`config.mk`:
```
export PLATFORM = sky130hd
export DESIGN_NAME = firmware_image_record_loader
export DESIGN_NICKNAME = d
export VERILOG_FILES = /design/src/rtl/frl_pkg.sv /design/src/rtl/frl_front.sv /design/src/rtl/frl_queue.sv /design/src/rtl/frl_back.sv /design/src/rtl/firmware_image_record_loader.sv
export VERILOG_INCLUDE_DIRS = /design/src /design/src/rtl
export SDC_FILE = /design/constraint.sdc
export NUM_CORES = 1
export LEC_CHECK = 0
export ABC_CLOCK_PERIOD_IN_PS = 4900
export BUFFER_PORTS_ARGS = -buffer_cell sky130_fd_sc_hd__buf_4
export CORE_MARGIN = 4
export CORE_UTILIZATION = 45
export DETAILED_ROUTE_END_ITERATION = 7
export PLACE_DENSITY = 0.61
export RECOVER_POWER = 50
export SKIP_CTS_REPAIR_TIMING = 1
export SYNTH_ARGS = -nofsm -noshare
export SYNTH_HDL_FRONTEND = slang
export SYNTH_SLANG_ARGS = --single-unit
```
`constraint.sdc`:
```
create_clock -name clk -period 4.9 [get_ports clk]
set_clock_uncertainty 0.05 [all_clocks]
set_input_delay 0.735 -clock clk [delete_from_list [all_inputs] [get_ports clk]]
set_output_delay 0.735 -clock clk [all_outputs]
set_load 0.05 [all_outputs]
```
`src/rtl/firmware_image_record_loader_assert.svh`:
```
// assertion macros shared by the loader rtl
// expects signals named clk and rst_n in the including module
`ifndef FIRMWARE_IMAGE_RECORD_LOADER_ASSERT_SVH
`define FIRMWARE_IMAGE_RECORD_LOADER_ASSERT_SVH

// same-cycle implication, checked out of reset
`define FRL_ASSERT_NOW(label, ante, cons, msg) \
  label: assert property (@(posedge clk) disable iff (!rst_n) (ante) |-> (cons)) \
    else $error(msg);

// next-cycle implication, checked out of reset
`define FRL_ASSERT_NEXT(label, ante, cons, msg) \
  label: assert property (@(posedge clk) disable iff (!rst_n) (ante) |=> (cons)) \
    else $error(msg);

`endif

```
`src/rtl/frl_pkg.sv`:
```
// shared types and constants of the firmware image record loader
// no dependencies
package frl_pkg;

  localparam int HEADER_BYTES = 10;
  localparam int RECORD_BYTES = 8;
  localparam int QUEUE_DEPTH  = 4;
  localparam int QPTR_W       = $clog2(QUEUE_DEPTH);
  localparam int QCNT_W       = $clog2(QUEUE_DEPTH + 1);

  localparam logic [31:0] SIGNATURE_RESET = 32'hFACE_0001;

  typedef enum logic [2:0] {
    ACT_NONE   = 3'd0,
    ACT_ERASE  = 3'd1,
    ACT_WRITE  = 3'd2,
    ACT_DONE   = 3'd3,
    ACT_BADSIG = 3'd4
  } action_t;

  typedef enum logic [2:0] {
    PH_HEADER = 3'd0,
    PH_RECORD = 3'd1,
    PH_DATA   = 3'd2,
    PH_DONE   = 3'd3,
    PH_ERROR  = 3'd4
  } phase_t;

  typedef struct packed {
    logic full;
    logic empty;
  } q_status_t;

endpackage

```
`src/rtl/frl_front.sv`:
```
// front stage: accepts raw bytes, inverts them and offers them to the queue
// depends on frl_pkg
module frl_front (
  input  logic                  clk,
  input  logic                  rst_n,
  input  logic                  in_valid,
  output logic                  in_stall,
  input  logic [7:0]            in_raw_byte,
  input  frl_pkg::q_status_t    q_status,
  output logic                  push,
  output logic [7:0]            push_byte
);
  import frl_pkg::*;

  logic       valid_r, valid_nxt;
  logic [7:0] byte_r;

  assign push      = valid_r && !q_status.full;
  assign in_stall  = valid_r && q_status.full;
  assign push_byte = byte_r;

  always_comb begin
    valid_nxt = valid_r;
    if (!in_stall) begin
      valid_nxt = in_valid;
    end
  end

  always_ff @(posedge clk) begin
    if (!rst_n) begin
      valid_r <= 1'b0;
    end else begin
      valid_r <= valid_nxt;
    end
  end

  // stored already inverted
  always_ff @(posedge clk) begin
    if (!in_stall && in_valid) begin
      byte_r <= ~in_raw_byte;
    end
  end

endmodule

```
`src/rtl/frl_queue.sv`:
```
// short byte queue between the front stage and the parser
// depends on frl_pkg and the assertion header
module frl_queue (
  input  logic               clk,
  input  logic               rst_n,
  input  logic               push,
  input  logic [7:0]         push_byte,
  input  logic               pop,
  output logic [7:0]         pop_byte,
  output frl_pkg::q_status_t status
);
  import frl_pkg::*;
  `include "firmware_image_record_loader_assert.svh"

  logic [7:0]        mem_r [QUEUE_DEPTH];
  logic [QPTR_W-1:0] wr_ptr_r, wr_ptr_nxt;
  logic [QPTR_W-1:0] rd_ptr_r, rd_ptr_nxt;
  logic [QCNT_W-1:0] count_r, count_nxt;

  assign status.full  = (count_r == QCNT_W'(QUEUE_DEPTH));
  assign status.empty = (count_r == '0);
  assign pop_byte     = mem_r[rd_ptr_r];

  always_comb begin
    wr_ptr_nxt = push ? wr_ptr_r + 1'b1 : wr_ptr_r;
    rd_ptr_nxt = pop  ? rd_ptr_r + 1'b1 : rd_ptr_r;
    count_nxt  = count_r;
    if (push && !pop) begin
      count_nxt = count_r + 1'b1;
    end else if (pop && !push) begin
      count_nxt = count_r - 1'b1;
    end
  end

  always_ff @(posedge clk) begin
    if (!rst_n) begin
      wr_ptr_r <= '0;
      rd_ptr_r <= '0;
      count_r  <= '0;
    end else begin
      wr_ptr_r <= wr_ptr_nxt;
      rd_ptr_r <= rd_ptr_nxt;
      count_r  <= count_nxt;
    end
  end

  always_ff @(posedge clk) begin
    if (push) begin
      mem_r[wr_ptr_r] <= push_byte;
    end
  end

  `FRL_ASSERT_NOW(a_no_push_full, status.full, !push, "push into full queue")
  `FRL_ASSERT_NOW(a_no_pop_empty, status.empty, !pop, "pop from empty queue")
  `FRL_ASSERT_NOW(a_count_range, 1'b1, count_r <= QCNT_W'(QUEUE_DEPTH), "queue count overflow")

endmodule

```
`src/rtl/frl_back.sv`:
```
// back end: header and record parser with the signature register and result register
// depends on frl_pkg and the assertion header
module frl_back (
  input  logic                clk,
  input  logic                rst_n,
  input  logic                cfg_wr_en,
  input  logic [31:0]         cfg_wr_data,
  input  frl_pkg::q_status_t  q_status,
  input  logic [7:0]          pop_byte,
  output logic                pop,
  output logic                out_valid,
  input  logic                out_stall,
  output logic [2:0]          out_action,
  output logic [31:0]         out_write_address,
  output logic [7:0]          out_write_data
);
  import frl_pkg::*;
  `include "firmware_image_record_loader_assert.svh"

  phase_t      phase_r, phase_nxt;
  logic [3:0]  cnt_r, cnt_nxt;
  logic [31:0] word_r, word_nxt;
  logic [31:0] addr_r, addr_nxt;
  logic [31:0] rem_r, rem_nxt;
  logic [31:0] sig_r;
  logic        ovalid_r, ovalid_nxt;
  action_t     act_r, act_nxt;
  logic [31:0] oaddr_r, oaddr_nxt;
  logic [7:0]  odata_r, odata_nxt;

  logic [31:0] word_sh;
  logic [31:0] hdr_word;
  logic        hdr_last;
  logic        rec_last;

  assign pop      = !q_status.empty && (!ovalid_r || !out_stall);
  assign word_sh  = {pop_byte, word_r[31:8]};
  assign hdr_word = (cnt_r < 4'd4) ? word_sh : word_r;
  assign hdr_last = ({1'b0, cnt_r} + 5'd1) >= 5'(HEADER_BYTES);
  assign rec_last = (cnt_r == 4'(RECORD_BYTES - 1));

  // next phase
  always_comb begin
    phase_nxt = phase_r;
    if (pop) begin
      unique case (phase_r)
        PH_HEADER: begin
          if (hdr_last) begin
            phase_nxt = (hdr_word != sig_r) ? PH_ERROR : PH_RECORD;
          end
        end
        PH_RECORD: begin
          if (rec_last) begin
            if (addr_r == '0) begin
              phase_nxt = PH_DONE;
            end else if (word_sh != '0) begin
              phase_nxt = PH_DATA;
            end
          end
        end
        PH_DATA: begin
          if (rem_r == 32'd1) begin
            phase_nxt = PH_RECORD;
          end
        end
        PH_DONE, PH_ERROR: phase_nxt = phase_r;
        default: phase_nxt = phase_r;
      endcase
    end
  end

  // datapath and result
  always_comb begin
    cnt_nxt    = cnt_r;
    word_nxt   = word_r;
    addr_nxt   = addr_r;
    rem_nxt    = rem_r;
    act_nxt    = act_r;
    oaddr_nxt  = oaddr_r;
    odata_nxt  = odata_r;
    ovalid_nxt = ovalid_r && out_stall;
    if (pop) begin
      ovalid_nxt = 1'b1;
      act_nxt    = ACT_NONE;
      oaddr_nxt  = '0;
      odata_nxt  = '0;
      unique case (phase_r)
        PH_HEADER: begin
          word_nxt = hdr_word;
          if (hdr_last) begin
            cnt_nxt  = '0;
            word_nxt = '0;
            act_nxt  = (hdr_word != sig_r) ? ACT_BADSIG : ACT_ERASE;
          end else begin
            cnt_nxt = cnt_r + 4'd1;
          end
        end
        PH_RECORD: begin
          word_nxt = word_sh;
          if (cnt_r == 4'd3) begin
            addr_nxt = word_sh;
          end
          if (rec_last) begin
            cnt_nxt  = '0;
            word_nxt = '0;
            if (addr_r == '0) begin
              act_nxt = ACT_DONE;
            end else begin
              rem_nxt = word_sh;
            end
          end else begin
            cnt_nxt = cnt_r + 4'd1;
          end
        end
        PH_DATA: begin
          act_nxt   = ACT_WRITE;
          oaddr_nxt = addr_r;
          odata_nxt = pop_byte;
          addr_nxt  = addr_r + 32'd1;
          rem_nxt   = rem_r - 32'd1;
        end
        PH_DONE, PH_ERROR: act_nxt = ACT_NONE;
        default: act_nxt = ACT_NONE;
      endcase
    end
  end

  always_ff @(posedge clk) begin
    if (!rst_n) begin
      phase_r  <= PH_HEADER;
      cnt_r    <= '0;
      word_r   <= '0;
      addr_r   <= '0;
      rem_r    <= '0;
      sig_r    <= SIGNATURE_RESET;
      ovalid_r <= 1'b0;
    end else begin
      phase_r  <= phase_nxt;
      cnt_r    <= cnt_nxt;
      word_r   <= word_nxt;
      addr_r   <= addr_nxt;
      rem_r    <= rem_nxt;
      ovalid_r <= ovalid_nxt;
      if (cfg_wr_en) begin
        sig_r <= cfg_wr_data;
      end
    end
  end

  always_ff @(posedge clk) begin
    act_r   <= act_nxt;
    oaddr_r <= oaddr_nxt;
    odata_r <= odata_nxt;
  end

  assign out_valid         = ovalid_r;
  assign out_action        = act_r;
  assign out_write_address = oaddr_r;
  assign out_write_data    = odata_r;

  `FRL_ASSERT_NOW(a_data_has_bytes, phase_r == PH_DATA, rem_r != '0,
                  "data phase with no bytes left")
  `FRL_ASSERT_NEXT(a_done_sticky, phase_r == PH_DONE, phase_r == PH_DONE,
                   "left done phase")
  `FRL_ASSERT_NOW(a_pop_no_overwrite, ovalid_r && out_stall, !pop,
                  "result overwritten while stalled")

endmodule

```
`src/rtl/firmware_image_record_loader.sv`:
```
// top level of the firmware image record loader
// depends on frl_pkg, frl_front, frl_queue and frl_back
//
// takes one stored image byte per item, inverts it and parses a header of
// HEADER_BYTES bytes followed by 8-byte records (little-endian load address,
// little-endian length). every accepted item yields exactly one result item:
// none, erase all (good signature at the last header byte), bad signature,
// write byte (address and inverted data) or done (record with zero address).
// bytes after done or bad signature give action none until reset.
// throughput is one item per clock while out_stall is low. an item's result
// becomes valid after it has passed the front register, loaded at the accept,
// the four-entry queue and the parser's result register.
// the input stalls only when the queue is full; the parser takes a byte from
// the queue only while the result register is free or being taken.
// cfg_wr_data loads the signature register; write it only while idle.
module firmware_image_record_loader (
  input  logic        clk,
  input  logic        rst_n,
  // configuration
  input  logic        cfg_wr_en,
  input  logic [31:0] cfg_wr_data,
  // input bytes
  input  logic        in_valid,
  output logic        in_stall,
  input  logic [7:0]  in_raw_byte,
  // result items
  output logic        out_valid,
  input  logic        out_stall,
  output logic [2:0]  out_action,
  output logic [31:0] out_write_address,
  output logic [7:0]  out_write_data
);
  import frl_pkg::*;

  q_status_t  q_status;
  logic       push;
  logic [7:0] push_byte;
  logic       pop;
  logic [7:0] pop_byte;

  // front: accept and invert
  frl_front u_front (
    .clk         (clk),
    .rst_n       (rst_n),
    .in_valid    (in_valid),
    .in_stall    (in_stall),
    .in_raw_byte (in_raw_byte),
    .q_status    (q_status),
    .push        (push),
    .push_byte   (push_byte)
  );

  // decoupling queue
  frl_queue u_queue (
    .clk       (clk),
    .rst_n     (rst_n),
    .push      (push),
    .push_byte (push_byte),
    .pop       (pop),
    .pop_byte  (pop_byte),
    .status    (q_status)
  );

  // back: parser and result register
  frl_back u_back (
    .clk               (clk),
    .rst_n             (rst_n),
    .cfg_wr_en         (cfg_wr_en),
    .cfg_wr_data       (cfg_wr_data),
    .q_status          (q_status),
    .pop_byte          (pop_byte),
    .pop               (pop),
    .out_valid         (out_valid),
    .out_stall         (out_stall),
    .out_action        (out_action),
    .out_write_address (out_write_address),
    .out_write_data    (out_write_data)
  );

endmodule
```
==> run summary <==
#FFs+latches synth: 229
R2R depth: 8
sw frac: 0.3798
WHS Endpoint: u_back.sig_r[27]$_SDFFE_PN1P_
# diodes: 0
cell row count: 58
vias per cell: 5.883
clk sinks: 229
Max clock buf depth: 3
slowest CP cell: clkbuf_1
Core Region: 0.02525 mm^2
grt met3 use: 0.04297
Net count, final: 1372
clock power share: 0.311
Hold Crit Class: input port to register
Skew-Pair Late Insertion Delay: 540 ps
largest net degree at the start of global routing: 87
Fin. Hold Viols: 0
PnR worst setup slack: 1146 ps
mapped cell area: 0.01160 mm^2
VDD IR max: 366.1 uV
Layout area overhead: 13.09%
Starting Density: 0.4595
syn_nets: 1345
Total GRT Usage: 0.2203
Max-slew headroom: -0.4479
Ports: 90
CP Depth: 8
TNS Setup: 0 ps
crit end category: register
antenna-violating nets left: 0
r2r setup slk: 1150 ps
pre-CTS setup slack: 1618 ps
die height: 168.6 um
CTS Root Buffer Type: clkbuf_16
WL/cell: 19.25 um
maximum fanout along the worst path: 38
Worst EP required: 5290 ps
drt initial violations: 892
drt pass-1 iters: 5
initial antenna violation count: 1
routed wire length: 32030 um
Yosys top cell by area: dfxtp_1
M2 GR Usage: 0.3391
critical path class: register to register
CTS tree: yes
outcome: finished, violations left
top post-synthesis cells by count: nor2_1, dfxtp_1, nand2_1
grt ovf: 0
most frequent cell after synthesis: nor2_1
syn_area_per_cell: 9.009 um^2
RR Startpoint: u_back.phase_r[1]$_SDFFE_PN0P_
Num CTS Buffers: 25
top cells by area, synth: dfxtp_1, edfxtp_1, nor2_1
Setup Viol. Count Final: 0
max-slew violations: 76
Max Fclk: 266.4 MHz
first-pass GRT wire length: 51140 um
Internal Power: 0.004137 W
Period Utilization, post-route: 0.7661
vias in the first global route: 9045
combinational share of power: 0.292
HP Start: cfg_wr_data[27]
Multi-input gate area: 0.005619 mm^2
# fillers: 2344
CP Buf/Inv Count: 1
Top Usage Layer GRT: met2
Reg power frac: 0.397
critical path, cell by cell: nor3b_1 > clkbuf_1 > nand3_1 > nor4_2 > nand2_1 > o311ai_1 > o21ai_0 > a21oi_1
Final Wtd Congestion: 0.9115
top_reg_cell synth: dfxtp_1
Die X: 168.6 um
failing checks: capacitance limit, slew limit
final worst path period need: 3754 ps
DP Wirelength: 21830 um
Mapped Cells: 1288
Yosys top cell area share: 0.2519
leakage: 4.688 nW
DR DRC count: 0
sw power: 0.002534 W
layout cells sized above 1: 0.1019
synth warn: 0
pwr/cell area: 508.4 mW/mm^2
R2R Path End: u_back.addr_r[29]$_SDFFE_PN0P_
EDFF count, synth: 83
Die ar.: 0.02842 mm^2
Netlist cell types: 83
WHS Path Cells: 3
RSZ-0062 raised after global routing: false
H-tree lvl count: 1
ys async rst share: 0
CP Launch Type: register
Slew @ Worst Pin: 2172 ps
Worst path max stage delay: 1170 ps
Port Buffers: 89
routing usage on met1: 0.3130
# Max-Cap Violations: 2
DR vias: 9789
critical path arrival: 4140 ps
Top Family by Delay on Critical Path: simple AND/OR/NAND/NOR gates
sequential cell area: 0.005415 mm^2
Worst-path clk slew: 60 ps
sequential share of the synthesized area: 0.4667
-- tightest hold or removal path, delay by kind of cell --
family | cells | cell delay (ps)
multiplexers | 1 | 50
buffers and inverters | 1 | 80
AND/OR/NAND/NOR | 1 | 60
-- per-stage QoR --
stage | total power [W] | cells | cell area (um^2) | hold WS, ps | utilization
3_3_place_gp | 0.004764 | 1618 | 12390 | 418.4 | 0.4906
6_report | 0.006671 | 1664 | 13120 | 363.7 | 0.5196
5_1_grt | 0.006972 | 1664 | 13120 | 363.5 | 0.5196
2_1_floorplan | 0.004087 | 1288 | 11600 | 399.3 | -
3_5_place_dp | 0.004777 | 1618 | 12390 | 417.3 | 0.4906
4_1_cts | 0.006868 | 1664 | 13310 | 347.3 | 0.5270
-- sequential cells by signal, summed over array words and instances, names as in the netlist, named ones only --
signal	count
u_back.addr_r	32
u_back.out_write_address	32
u_back.rem_r	32
u_back.sig_r	32
u_back.word_r	32
u_queue.mem_r	32
u_back.out_write_data	8
u_front.push_byte	8
u_back.cnt_r	4
u_back.out_action	3
u_back.phase_r	3
u_queue.count_r	3
u_queue.rd_ptr_r	2
u_queue.wr_ptr_r	2
u_back.out_valid	1
u_front.valid_r	1
-- power by group through the flow --
stage | logic, W | registers (W) | clock network (W)
finish | 0.00195 | 0.00265 | 0.00208
global route | 0.00209 | 0.00268 | 0.00220
CTS | 0.00210 | 0.00265 | 0.00212
detailed placement | 0.00209 | 0.00269 | 0
global placement | 0.00208 | 0.00269 | 0
floorplan | 0.000969 | 0.00312 | 0
-- logic make-up after synthesis --
| group | share of synthesized area |
|---|---|
| xor gates and xnor gates | 0.02868 |
| muxes | 0.05726 |
| DFF | 0.4667 |
| adders and majority gates | 0.01359 |
| and+or+nand+nor | 0.2024 |
| AOI/OAI and AO/OA | 0.1804 |
| buffers and inverters | 0.05100 |
-- how the worst max path moves through the flow --
stage                                                end  slack (ps)                           start
after floorplan                                 register        2360                       out_stall
after detailed placement  u_back.phase_r[0]$_SDFFE_PN0P_        1620                        register
final                     u_back.addr_r[29]$_SDFFE_PN0P_        1150  u_back.phase_r[1]$_SDFFE_PN0P_
after CTS                 u_back.phase_r[0]$_SDFFE_PN0P_        1590                        register
after global placement    u_back.phase_r[0]$_SDFFE_PN0P_        1700                        register
after global routing      u_back.addr_r[29]$_SDFFE_PN0P_         660  u_back.phase_r[1]$_SDFFE_PN0P_
-- final cells by class --
cell class                      count  share of cell area
Clock inverter                     13             0.01621
Inverter                           45             0.01297
Sequential cell                   229              0.4127
Tap cell                          330             0.03146
Timing Repair Buffer              101             0.04462
Clock buffer                       33             0.05387
Multi-Input combinational cell    913              0.4282
-- metal layers --
layer | vias up | part of all wire
met1 | 4627 | 0.45
met3 | 76 | 0.080
met4 | 2 | 0.033
met2 | 387 | 0.44
li1 | 4697 | -
met5 | - | 0.00034
-- cells in the final DEF (no fill, tap or decap), types with 9 or more instances in the layout --
cell type and count:
a21oi_1 95, a22oi_1 42, a31oi_1 17, and2_0 14, and2_1 23, and3_1 9, buf_4 47, clkbuf_1 50
clkbuf_16 26, dfxtp_1 146, edfxtp_1 83, ha_1 11, inv_1 43, mux2i_1 49, nand2_1 111, nand2b_1 14
nand3_1 34, nand4_1 15, nor2_1 151, nor3_1 30, nor4_1 29, o21ai_0 83, o22ai_1 12, o31ai_1 9
xnor2_1 23, xor2_1 15
Note: power is estimated with default switching activity, not from simulation.
